<file path="config.mk">
export PLATFORM = sky130hd
export DESIGN_NAME = rule_coverage_fidelity_filter_core
export DESIGN_NICKNAME = d
export VERILOG_FILES = /design/src/rtl/rcff_pkg.sv /design/src/rtl/rcff_ctrl.sv /design/src/rtl/rcff_dp.sv /design/src/rtl/rule_coverage_fidelity_filter_core.sv
export SDC_FILE = /design/constraint.sdc
export NUM_CORES = 1
export LEC_CHECK = 0
export ABC_AREA = 1
export BUFFER_PORTS_ARGS = -buffer_cell sky130_fd_sc_hd__buf_4
export CORE_MARGIN = 4
export CORE_UTILIZATION = 47
export DETAILED_ROUTE_END_ITERATION = 10
export PLACE_DENSITY = 0.71
export REMOVE_ABC_BUFFERS = 1
export SLEW_MARGIN = 20
export SYNTH_ARGS = -nofsm -noshare
export SYNTH_HDL_FRONTEND = slang
export SYNTH_SLANG_ARGS = --single-unit
</file>
<file path="constraint.sdc">
create_clock -name clk -period 2.9 [get_ports clk]
set_input_delay 0.29 -clock clk [delete_from_list [all_inputs] [get_ports clk]]
set_output_delay 0.29 -clock clk [all_outputs]
set_load 0.01 [all_outputs]
</file>
<file path="src/rtl/rcff_pkg.sv">
`timescale 1ns / 1ps

package rcff_pkg;

  localparam int ID_W     = 16;
  localparam int FEAT_W   = 32;
  localparam int CLASS_W  = 8;
  localparam int CNT_W    = 17;
  localparam int FRAC_W   = 16;
  localparam int CFG_IDX_W = 8;

  // Long division: one quotient bit per step, quotient has CNT_W bits
  localparam int DIV_STEPS = CNT_W;
  localparam int DIV_CNT_W = $clog2(DIV_STEPS);

  localparam int IN_DATA_W  = 56;
  localparam int OUT_DATA_W = 56;

  localparam logic [CNT_W-1:0] CNT_MAX = {CNT_W{1'b1}};

  localparam logic [CFG_IDX_W-1:0] REG_THRESHOLD  = CFG_IDX_W'(0);
  localparam logic [CFG_IDX_W-1:0] REG_KEEP_UPPER = CFG_IDX_W'(1);
  localparam logic [CFG_IDX_W-1:0] REG_TARGET_CLS = CFG_IDX_W'(2);

  typedef struct packed {
    logic accept;
    logic start_div;
    logic div_step;
    logic load_final;
  } dp_cmd_t;

  typedef struct packed {
    logic out_free;
  } dp_stat_t;

endpackage

</file>
<file path="src/rtl/rcff_ctrl.sv">
`timescale 1ns / 1ps

module rcff_ctrl (
  input  logic               clk,
  input  logic               rst,
  input  logic               in_valid,
  input  logic               in_last,
  output logic               in_ready,
  input  rcff_pkg::dp_stat_t stat,
  output rcff_pkg::dp_cmd_t  cmd
);

  typedef enum logic [1:0] {
    S_RUN,
    S_DIV,
    S_DONE
  } state_t;

  state_t                           state;
  logic [rcff_pkg::DIV_CNT_W-1:0]   step_cnt;

  assign in_ready       = (state == S_RUN) && stat.out_free;
  assign cmd.accept     = in_valid && in_ready;
  assign cmd.start_div  = cmd.accept && in_last;
  assign cmd.div_step   = (state == S_DIV);
  assign cmd.load_final = (state == S_DONE) && stat.out_free;

  always_ff @(posedge clk) begin
    if (rst) begin
      state    <= S_RUN;
      step_cnt <= '0;
    end else begin
      unique case (state)
        S_RUN: begin
          step_cnt <= '0;
          if (cmd.start_div) begin
            state <= S_DIV;
          end
        end
        S_DIV: begin
          step_cnt <= step_cnt + 1'b1;
          if (step_cnt == rcff_pkg::DIV_CNT_W'(rcff_pkg::DIV_STEPS - 1)) begin
            state <= S_DONE;
          end
        end
        S_DONE: begin
          if (cmd.load_final) begin
            state <= S_RUN;
          end
        end
        default: state <= S_RUN;
      endcase
    end
  end

  a_no_accept_in_div: assert property (@(posedge clk) disable iff (rst)
    cmd.start_div |=> (state == S_DIV) && !in_ready)
    else $error("item taken while division pending");

  a_div_length: assert property (@(posedge clk) disable iff (rst)
    (state == S_DIV) && (step_cnt == '0) |-> ##(rcff_pkg::DIV_STEPS) (state == S_DONE))
    else $error("division did not take the expected steps");

endmodule

</file>
<file path="src/rtl/rcff_dp.sv">
`timescale 1ns / 1ps

module rcff_dp (
  input  logic                               clk,
  input  logic                               rst,
  input  rcff_pkg::dp_cmd_t                  cmd,
  output rcff_pkg::dp_stat_t                 stat,
  input  logic                               cfg_wr,
  input  logic [rcff_pkg::CFG_IDX_W-1:0]     cfg_index,
  input  logic [rcff_pkg::FEAT_W-1:0]        cfg_data,
  input  logic [rcff_pkg::ID_W-1:0]          sample_id,
  input  logic signed [rcff_pkg::FEAT_W-1:0] feature_value,
  input  logic [rcff_pkg::CLASS_W-1:0]       sample_class,
  input  logic                               last_sample,
  output logic                               out_valid,
  input  logic                               out_ready,
  output logic                               kept,
  output logic [rcff_pkg::ID_W-1:0]          kept_id,
  output logic                               run_done,
  output logic [rcff_pkg::CNT_W-1:0]         covered_count,
  output logic [rcff_pkg::CNT_W-1:0]         fidelity
);

  localparam int CW = rcff_pkg::CNT_W;

  logic signed [rcff_pkg::FEAT_W-1:0] threshold;
  logic                               keep_upper_side;
  logic [rcff_pkg::CLASS_W-1:0]       target_class;

  logic [CW-1:0] kept_cnt, agree_cnt, kept_cnt_next, agree_cnt_next;
  logic          keep, kept_inc, agree_inc;

  logic [CW:0]                  div_rem;
  logic [CW-1:0]                div_den;
  logic [CW-1:0]                div_quo;
  logic                         pend_kept;
  logic [rcff_pkg::ID_W-1:0]    pend_id;
  logic                         div_ge;
  logic [CW:0]                  div_sub;

  assign stat.out_free = !out_valid || out_ready;

  always_ff @(posedge clk) begin
    if (rst) begin
      threshold       <= '0;
      keep_upper_side <= 1'b1;
      target_class    <= '0;
    end else if (cfg_wr) begin
      unique case (cfg_index)
        rcff_pkg::REG_THRESHOLD:  threshold       <= cfg_data;
        rcff_pkg::REG_KEEP_UPPER: keep_upper_side <= cfg_data[0];
        rcff_pkg::REG_TARGET_CLS: target_class    <= cfg_data[rcff_pkg::CLASS_W-1:0];
        default: ;
      endcase
    end
  end

  // Keep when the side test matches the configured side
  assign keep      = ((feature_value >= threshold) == keep_upper_side);
  assign kept_inc  = cmd.accept && keep && (kept_cnt != rcff_pkg::CNT_MAX);
  assign agree_inc = kept_inc && (sample_class == target_class)
                     && (agree_cnt != rcff_pkg::CNT_MAX);
  assign kept_cnt_next  = kept_cnt + CW'(kept_inc);
  assign agree_cnt_next = agree_cnt + CW'(agree_inc);

  always_ff @(posedge clk) begin
    if (rst) begin
      kept_cnt  <= '0;
      agree_cnt <= '0;
    end else if (cmd.start_div) begin
      kept_cnt  <= '0;
      agree_cnt <= '0;
    end else begin
      kept_cnt  <= kept_cnt_next;
      agree_cnt <= agree_cnt_next;
    end
  end

  // Restoring division of agree * 2^16 by kept; agree <= kept, so the
  // first step needs no shift and the remainder stays below 2 * kept.
  assign div_ge  = (div_rem >= {1'b0, div_den});
  assign div_sub = div_ge ? (div_rem - {1'b0, div_den}) : div_rem;

  always_ff @(posedge clk) begin
    if (cmd.start_div) begin
      div_rem   <= {1'b0, agree_cnt_next};
      div_den   <= kept_cnt_next;
      div_quo   <= '0;
      pend_kept <= keep;
      pend_id   <= keep ? sample_id : '0;
    end else if (cmd.div_step) begin
      div_rem <= {div_sub[CW-1:0], 1'b0};
      div_quo <= {div_quo[CW-2:0], div_ge};
    end
  end

  always_ff @(posedge clk) begin
    if (rst) begin
      out_valid <= 1'b0;
    end else if (cmd.accept) begin
      out_valid <= keep && !last_sample;
    end else if (cmd.load_final) begin
      out_valid <= 1'b1;
    end else if (out_ready) begin
      out_valid <= 1'b0;
    end
  end

  always_ff @(posedge clk) begin
    if (cmd.accept && !last_sample) begin
      kept          <= 1'b1;
      kept_id       <= sample_id;
      run_done      <= 1'b0;
      covered_count <= '0;
      fidelity      <= '0;
    end else if (cmd.load_final) begin
      kept          <= pend_kept;
      kept_id       <= pend_id;
      run_done      <= 1'b1;
      covered_count <= div_den;
      fidelity      <= (div_den == '0) ? '0 : div_quo;
    end
  end

  a_agree_le_kept: assert property (@(posedge clk) disable iff (rst)
    agree_cnt <= kept_cnt)
    else $error("agree count exceeds kept count");

  a_fid_range: assert property (@(posedge clk) disable iff (rst)
    out_valid && run_done |-> fidelity <= (CW'(1) << rcff_pkg::FRAC_W))
    else $error("fidelity above one");

  a_empty_run: assert property (@(posedge clk) disable iff (rst)
    out_valid && run_done && (covered_count == '0) |-> (fidelity == '0) && !kept)
    else $error("empty run reports nonzero fidelity");

endmodule

</file>
<file path="src/rtl/rule_coverage_fidelity_filter_core.sv">
`timescale 1ns / 1ps
// Channel  | Direction | Handshake          | Payload
// s_axis   | in        | s_tvalid/s_tready  | s_tdata: id, value, class; s_tlast: last sample
// m_axis   | out       | m_tvalid/m_tready  | m_tdata: id, count, fidelity; m_tuser: kept;
//          |           |                    | m_tlast: run done
// cfg      | in        | cfg_valid/cfg_ready| cfg_index, cfg_data
//
// A non-last item that is kept leaves its result in the output register.
// The last item of a run holds the input off through its 17 divider steps
// (one quotient bit each) and until the result is loaded once the output register is free.
// A stalled output holds the input off only while the output register is full.
// rst is synchronous: it clears counters and handshake state and restores
// threshold 0, upper side kept, target class 0.

module rule_coverage_fidelity_filter_core (
  input  logic                                clk,
  input  logic                                rst,
  input  logic                                s_tvalid,
  output logic                                s_tready,
  // [15:0] sample_id, [47:16] feature_value, [55:48] sample_class
  input  logic [rcff_pkg::IN_DATA_W-1:0]      s_tdata,
  input  logic                                s_tlast,
  output logic                                m_tvalid,
  input  logic                                m_tready,
  // [15:0] kept_id, [32:16] covered_count, [49:33] fidelity, [55:50] zero
  output logic [rcff_pkg::OUT_DATA_W-1:0]     m_tdata,
  // [0] kept
  output logic                                m_tuser,
  output logic                                m_tlast,
  input  logic                                cfg_valid,
  output logic                                cfg_ready,
  input  logic [rcff_pkg::CFG_IDX_W-1:0]      cfg_index,
  input  logic [rcff_pkg::FEAT_W-1:0]         cfg_data
);

  rcff_pkg::dp_cmd_t  cmd;
  rcff_pkg::dp_stat_t stat;

  logic [rcff_pkg::ID_W-1:0]  kept_id;
  logic [rcff_pkg::CNT_W-1:0] covered_count;
  logic [rcff_pkg::CNT_W-1:0] fidelity;

  assign cfg_ready = 1'b1;

  rcff_ctrl u_ctrl (
    .clk      (clk),
    .rst      (rst),
    .in_valid (s_tvalid),
    .in_last  (s_tlast),
    .in_ready (s_tready),
    .stat     (stat),
    .cmd      (cmd)
  );

  rcff_dp u_dp (
    .clk           (clk),
    .rst           (rst),
    .cmd           (cmd),
    .stat          (stat),
    .cfg_wr        (cfg_valid && cfg_ready),
    .cfg_index     (cfg_index),
    .cfg_data      (cfg_data),
    .sample_id     (s_tdata[15:0]),
    .feature_value (s_tdata[47:16]),
    .sample_class  (s_tdata[55:48]),
    .last_sample   (s_tlast),
    .out_valid     (m_tvalid),
    .out_ready     (m_tready),
    .kept          (m_tuser),
    .kept_id       (kept_id),
    .run_done      (m_tlast),
    .covered_count (covered_count),
    .fidelity      (fidelity)
  );

  assign m_tdata = {6'b0, fidelity, covered_count, kept_id};

endmodule

</file>
==> reports/metrics.cfg <==
[outcome]
outcome=finished with violations
violations=negative setup slack

[worst_hold_path]
holdPathStages=3
hold_path_class=input pin to flip-flop
hold_end=u_dp.target_class[4]
hold_path.startpoint=cfg_data[4]

[logic_synthesis]
netlist_top_cells_count=nand2_1, inv_1, dfxtp_1
avgSynthCellArea_um2=8.251
synth_top_area_share_pct=27.59
synth_most_common_cell=nand2_1
ys_ff_latch=204
syn_inst=1205
ys_types=52
yosysSeqAreaShare_pct=47.82
synth.largest_area_cell=dfxtp_1
yosys_warnings=0
synthTopCellsByArea=dfxtp_1, edfxtp_1, nand2_1
synth_edf_count=67
synth_ff_type=dfxtp_1
syn_area_mm2=0.009942
synthArstFlopShare_pct=0

[floorplan]
coreArea_mm2=0.02049
start_util_pct=48.51
die_area_mm2=0.02354
die_w_um=153.4
row_count=52
pin_count=163
die_h_um=153.4

[pwr]
leakage_nw=5.907
vdd_drop_max_mv=0.3905
total_power_mw=7.667
power.density_mw_per_mm2=567.6

[final_layout]
seq_area_mm2=0.004765
stdcell_count=1712
multiInputGateArea_mm2=0.005095
nets=1584
drive_above_1_share_pct=31.69
num_antenna_cells=0
n_fill_cell=1599
syn_to_final_growth_pct=35.87

[worst_setup_path]
path_cells=inv_2 > ha_4 > nand2_4 > nor2_2 > nand4_1 > nor2_4 > buf_4 > nand2_1 > nand4_1 > nand2_4 > nor3_4 > ha_2 > nand3_2 > inv_2 > nand2_4 > nor2_4 > nand4_1 > nor2_1 > nand2_1 > nor3_2 > xor2_1 > nand2_1 > nand2_1
worstRegToRegCells=23
r2r-start=u_dp.threshold[22]
path_max_fanout=3
timing.rr.end=u_dp.div_rem[15]
startpoint=u_dp.threshold[22]
r2r_slack_ns=-0.54
crit_path_top_delay_cell=dfxtp_1
crit_path_start_kind=flip-flop
worst-endpoint-arrival_ns=3.81
max_stage_delay_ns=0.33
cp-end-kind=flip-flop
cp.required_ns=3.27
cpMostUsedCell=nand2_1
path_class=flip-flop to flip-flop

[timing]
worst_pin_slew_ns=0.7426
skew_ns=0.01236
grt_setup_unrepaired=yes
hold_viol=0
setup_viol=42
fin_crit_ns=3.439
layout_setup_ws_ns=-0.5393
relSlewSlack_pct=50.50
period_share_pct=118.6
drv_slew=0
fmax_mhz=290.8

[grt]
met2_usage_pct=33.36
track_usage_pct=19.60
grt_pass1_wl_um=39580
met3_usage_pct=4.580
grt_pass1_vias=8513
use_met1_pct=24.78
antenna_found_initial=0
grt_max_degree=60
top_usage_layer=met2
gr-total-overflow=0

[cts]
cts_buffers=22
clockRootBuffer=clkbuf_16
clk_pin_slew_ns=0.06
cts_tree=done
htreeDepth=1
cts_sinks=204
insertion_delay_ns=0.51
clk_path_buf_depth=3

[route]
viasPerCell=5.021
post_drt_wl_per_cell_um=14.74
firstDrtPassIters=7
wirelength_um=25240
drt-initial-drc-count=406
routed-via-count=8596
drtAntennaViolNets=0
drc_errors=0

[placement]
dp_cells=1646
hpwl_um=16650
gp_congestion=0.8534
pre_cts_ws_ns=-0.4504
portBuffers=155

[job]
drv_cap=0

[sequential cells by signal (all words and copies together) (netlist names), 5 cells and up]
register,count
u_dp.div_den,17
u_dp.pend_id,16
u_dp.agree_cnt,17
u_dp.target_class,8
u_dp.covered_count,17
u_dp.kept_cnt,17
u_dp.kept_id,16
u_dp.threshold,32
u_dp.fidelity,17
u_dp.div_quo,17
u_dp.div_rem,18
u_ctrl.step_cnt,5
[per-stage QoR]
stage | hold slack (ns) | util, % | setup TNS (ns) | cell area (um^2)
2_1_floorplan | 0.3591 | - | -3.659 | 9721
3_3_place_gp | 0.4406 | 56.88 | -7.353 | 11660
3_5_place_dp | 0.4497 | 56.88 | -9.224 | 11660
4_1_cts | 0.03298 | 63.21 | -4.208 | 12950
5_1_grt | 0.05474 | 65.91 | -19.78 | 13510
6_report | 0.04514 | 65.91 | -9.054 | 13510
[repair_timing]
action | CTS | global route
gates cloned | 0 | 0
hold buffers | 1 | 0
pin swaps | 37 | 59
endpoints found under the setup margin | 48 | 58
setup buffers | 20 | 10
hold endpoints to repair | 1 | 0
gates resized for setup | 88 | 115
[cells by family after synthesis]
logic type,count (synthesis),share of synthesized area (%)
other,2,0.07554
buffers and inverters,239,9.741
AOI/OAI and AO/OA,211,11.89
adders and majority gates,56,7.123
xor gates and xnor gates,45,3.964
and+or+nand+nor,448,19.38
DFF,204,47.82
[routing by layer]
layer / vias up / wire length [um]
met5: - / 0
met4: 0 / 716
met3: 58 / 1689
met2: 256 / 12300
met1: 3946 / 10530
li1: 4336 / -
[how the worst max path moves through the flow]
stage / endpoint / slack [ns] / cells past startpoint
final: u_dp.div_rem[15] / -0.54 / 23
after global routing: u_dp.div_rem[15] / -0.86 / 23
after CTS: u_dp.kept_cnt[15] / -0.26 / 25
after detailed placement: u_dp.kept_cnt[15] / -0.45 / 24
after global placement: u_dp.kept_cnt[15] / -0.35 / 24
after floorplan: u_dp.div_rem[15] / -0.20 / 26
[layout by cell type (no fill, tap or decap), types with 6 or more instances in the layout]
| cell type | count |
|---|---|
| inv_1 | 164 |
| nor3_1 | 6 |
| dfxtp_1 | 129 |
| xor2_1 | 30 |
| nand3_1 | 50 |
| nor3_2 | 7 |
| nor2_4 | 13 |
| buf_6 | 16 |
| nor2_1 | 89 |
| nand4_1 | 11 |
| ha_4 | 25 |
| a21oi_2 | 13 |
| o21ai_1 | 14 |
| nand2_1 | 194 |
| nand2_2 | 25 |
| nor2_2 | 13 |
| ha_1 | 29 |
| o21ai_0 | 80 |
| nand3_2 | 7 |
| conb_1 | 7 |
| clkbuf_16 | 24 |
| dfxtp_2 | 8 |
| edfxtp_1 | 67 |
| nand2_4 | 7 |
| a21oi_1 | 56 |
| o21ai_2 | 14 |
| inv_2 | 27 |
| clkbuf_1 | 6 |
| buf_4 | 219 |
| o22ai_1 | 17 |
[critical path, delay by kind of cell, from the launching register on]
family	cells	cell delay [ns]
flip-flops	1	0.33
buffers and inverters	3	0.25
adder cells (fa/ha/maj)	2	0.49
XOR/XNOR	1	0.20
AND/OR/NAND/NOR	17	1.99
[power breakdown]
group	switching [mW]	internal [mW]	leakage (nW)
Clock	1.14	1.67	0.351
Sequential	0.0808	3.15	1.76
Combinational	0.938	0.696	3.80
Total	2.15	5.51	5.91
[cell type report]
class / instances / share of cell area (%)
clock buffer: 33 / 4.918
inverter: 194 / 5.428
clock inverter: 7 / 0.4353
timing repair buffer: 237 / 13.73
multi-input combinational: 767 / 37.72
tap: 270 / 2.501
sequential: 204 / 35.27
(Power assumes the default switching activity.)
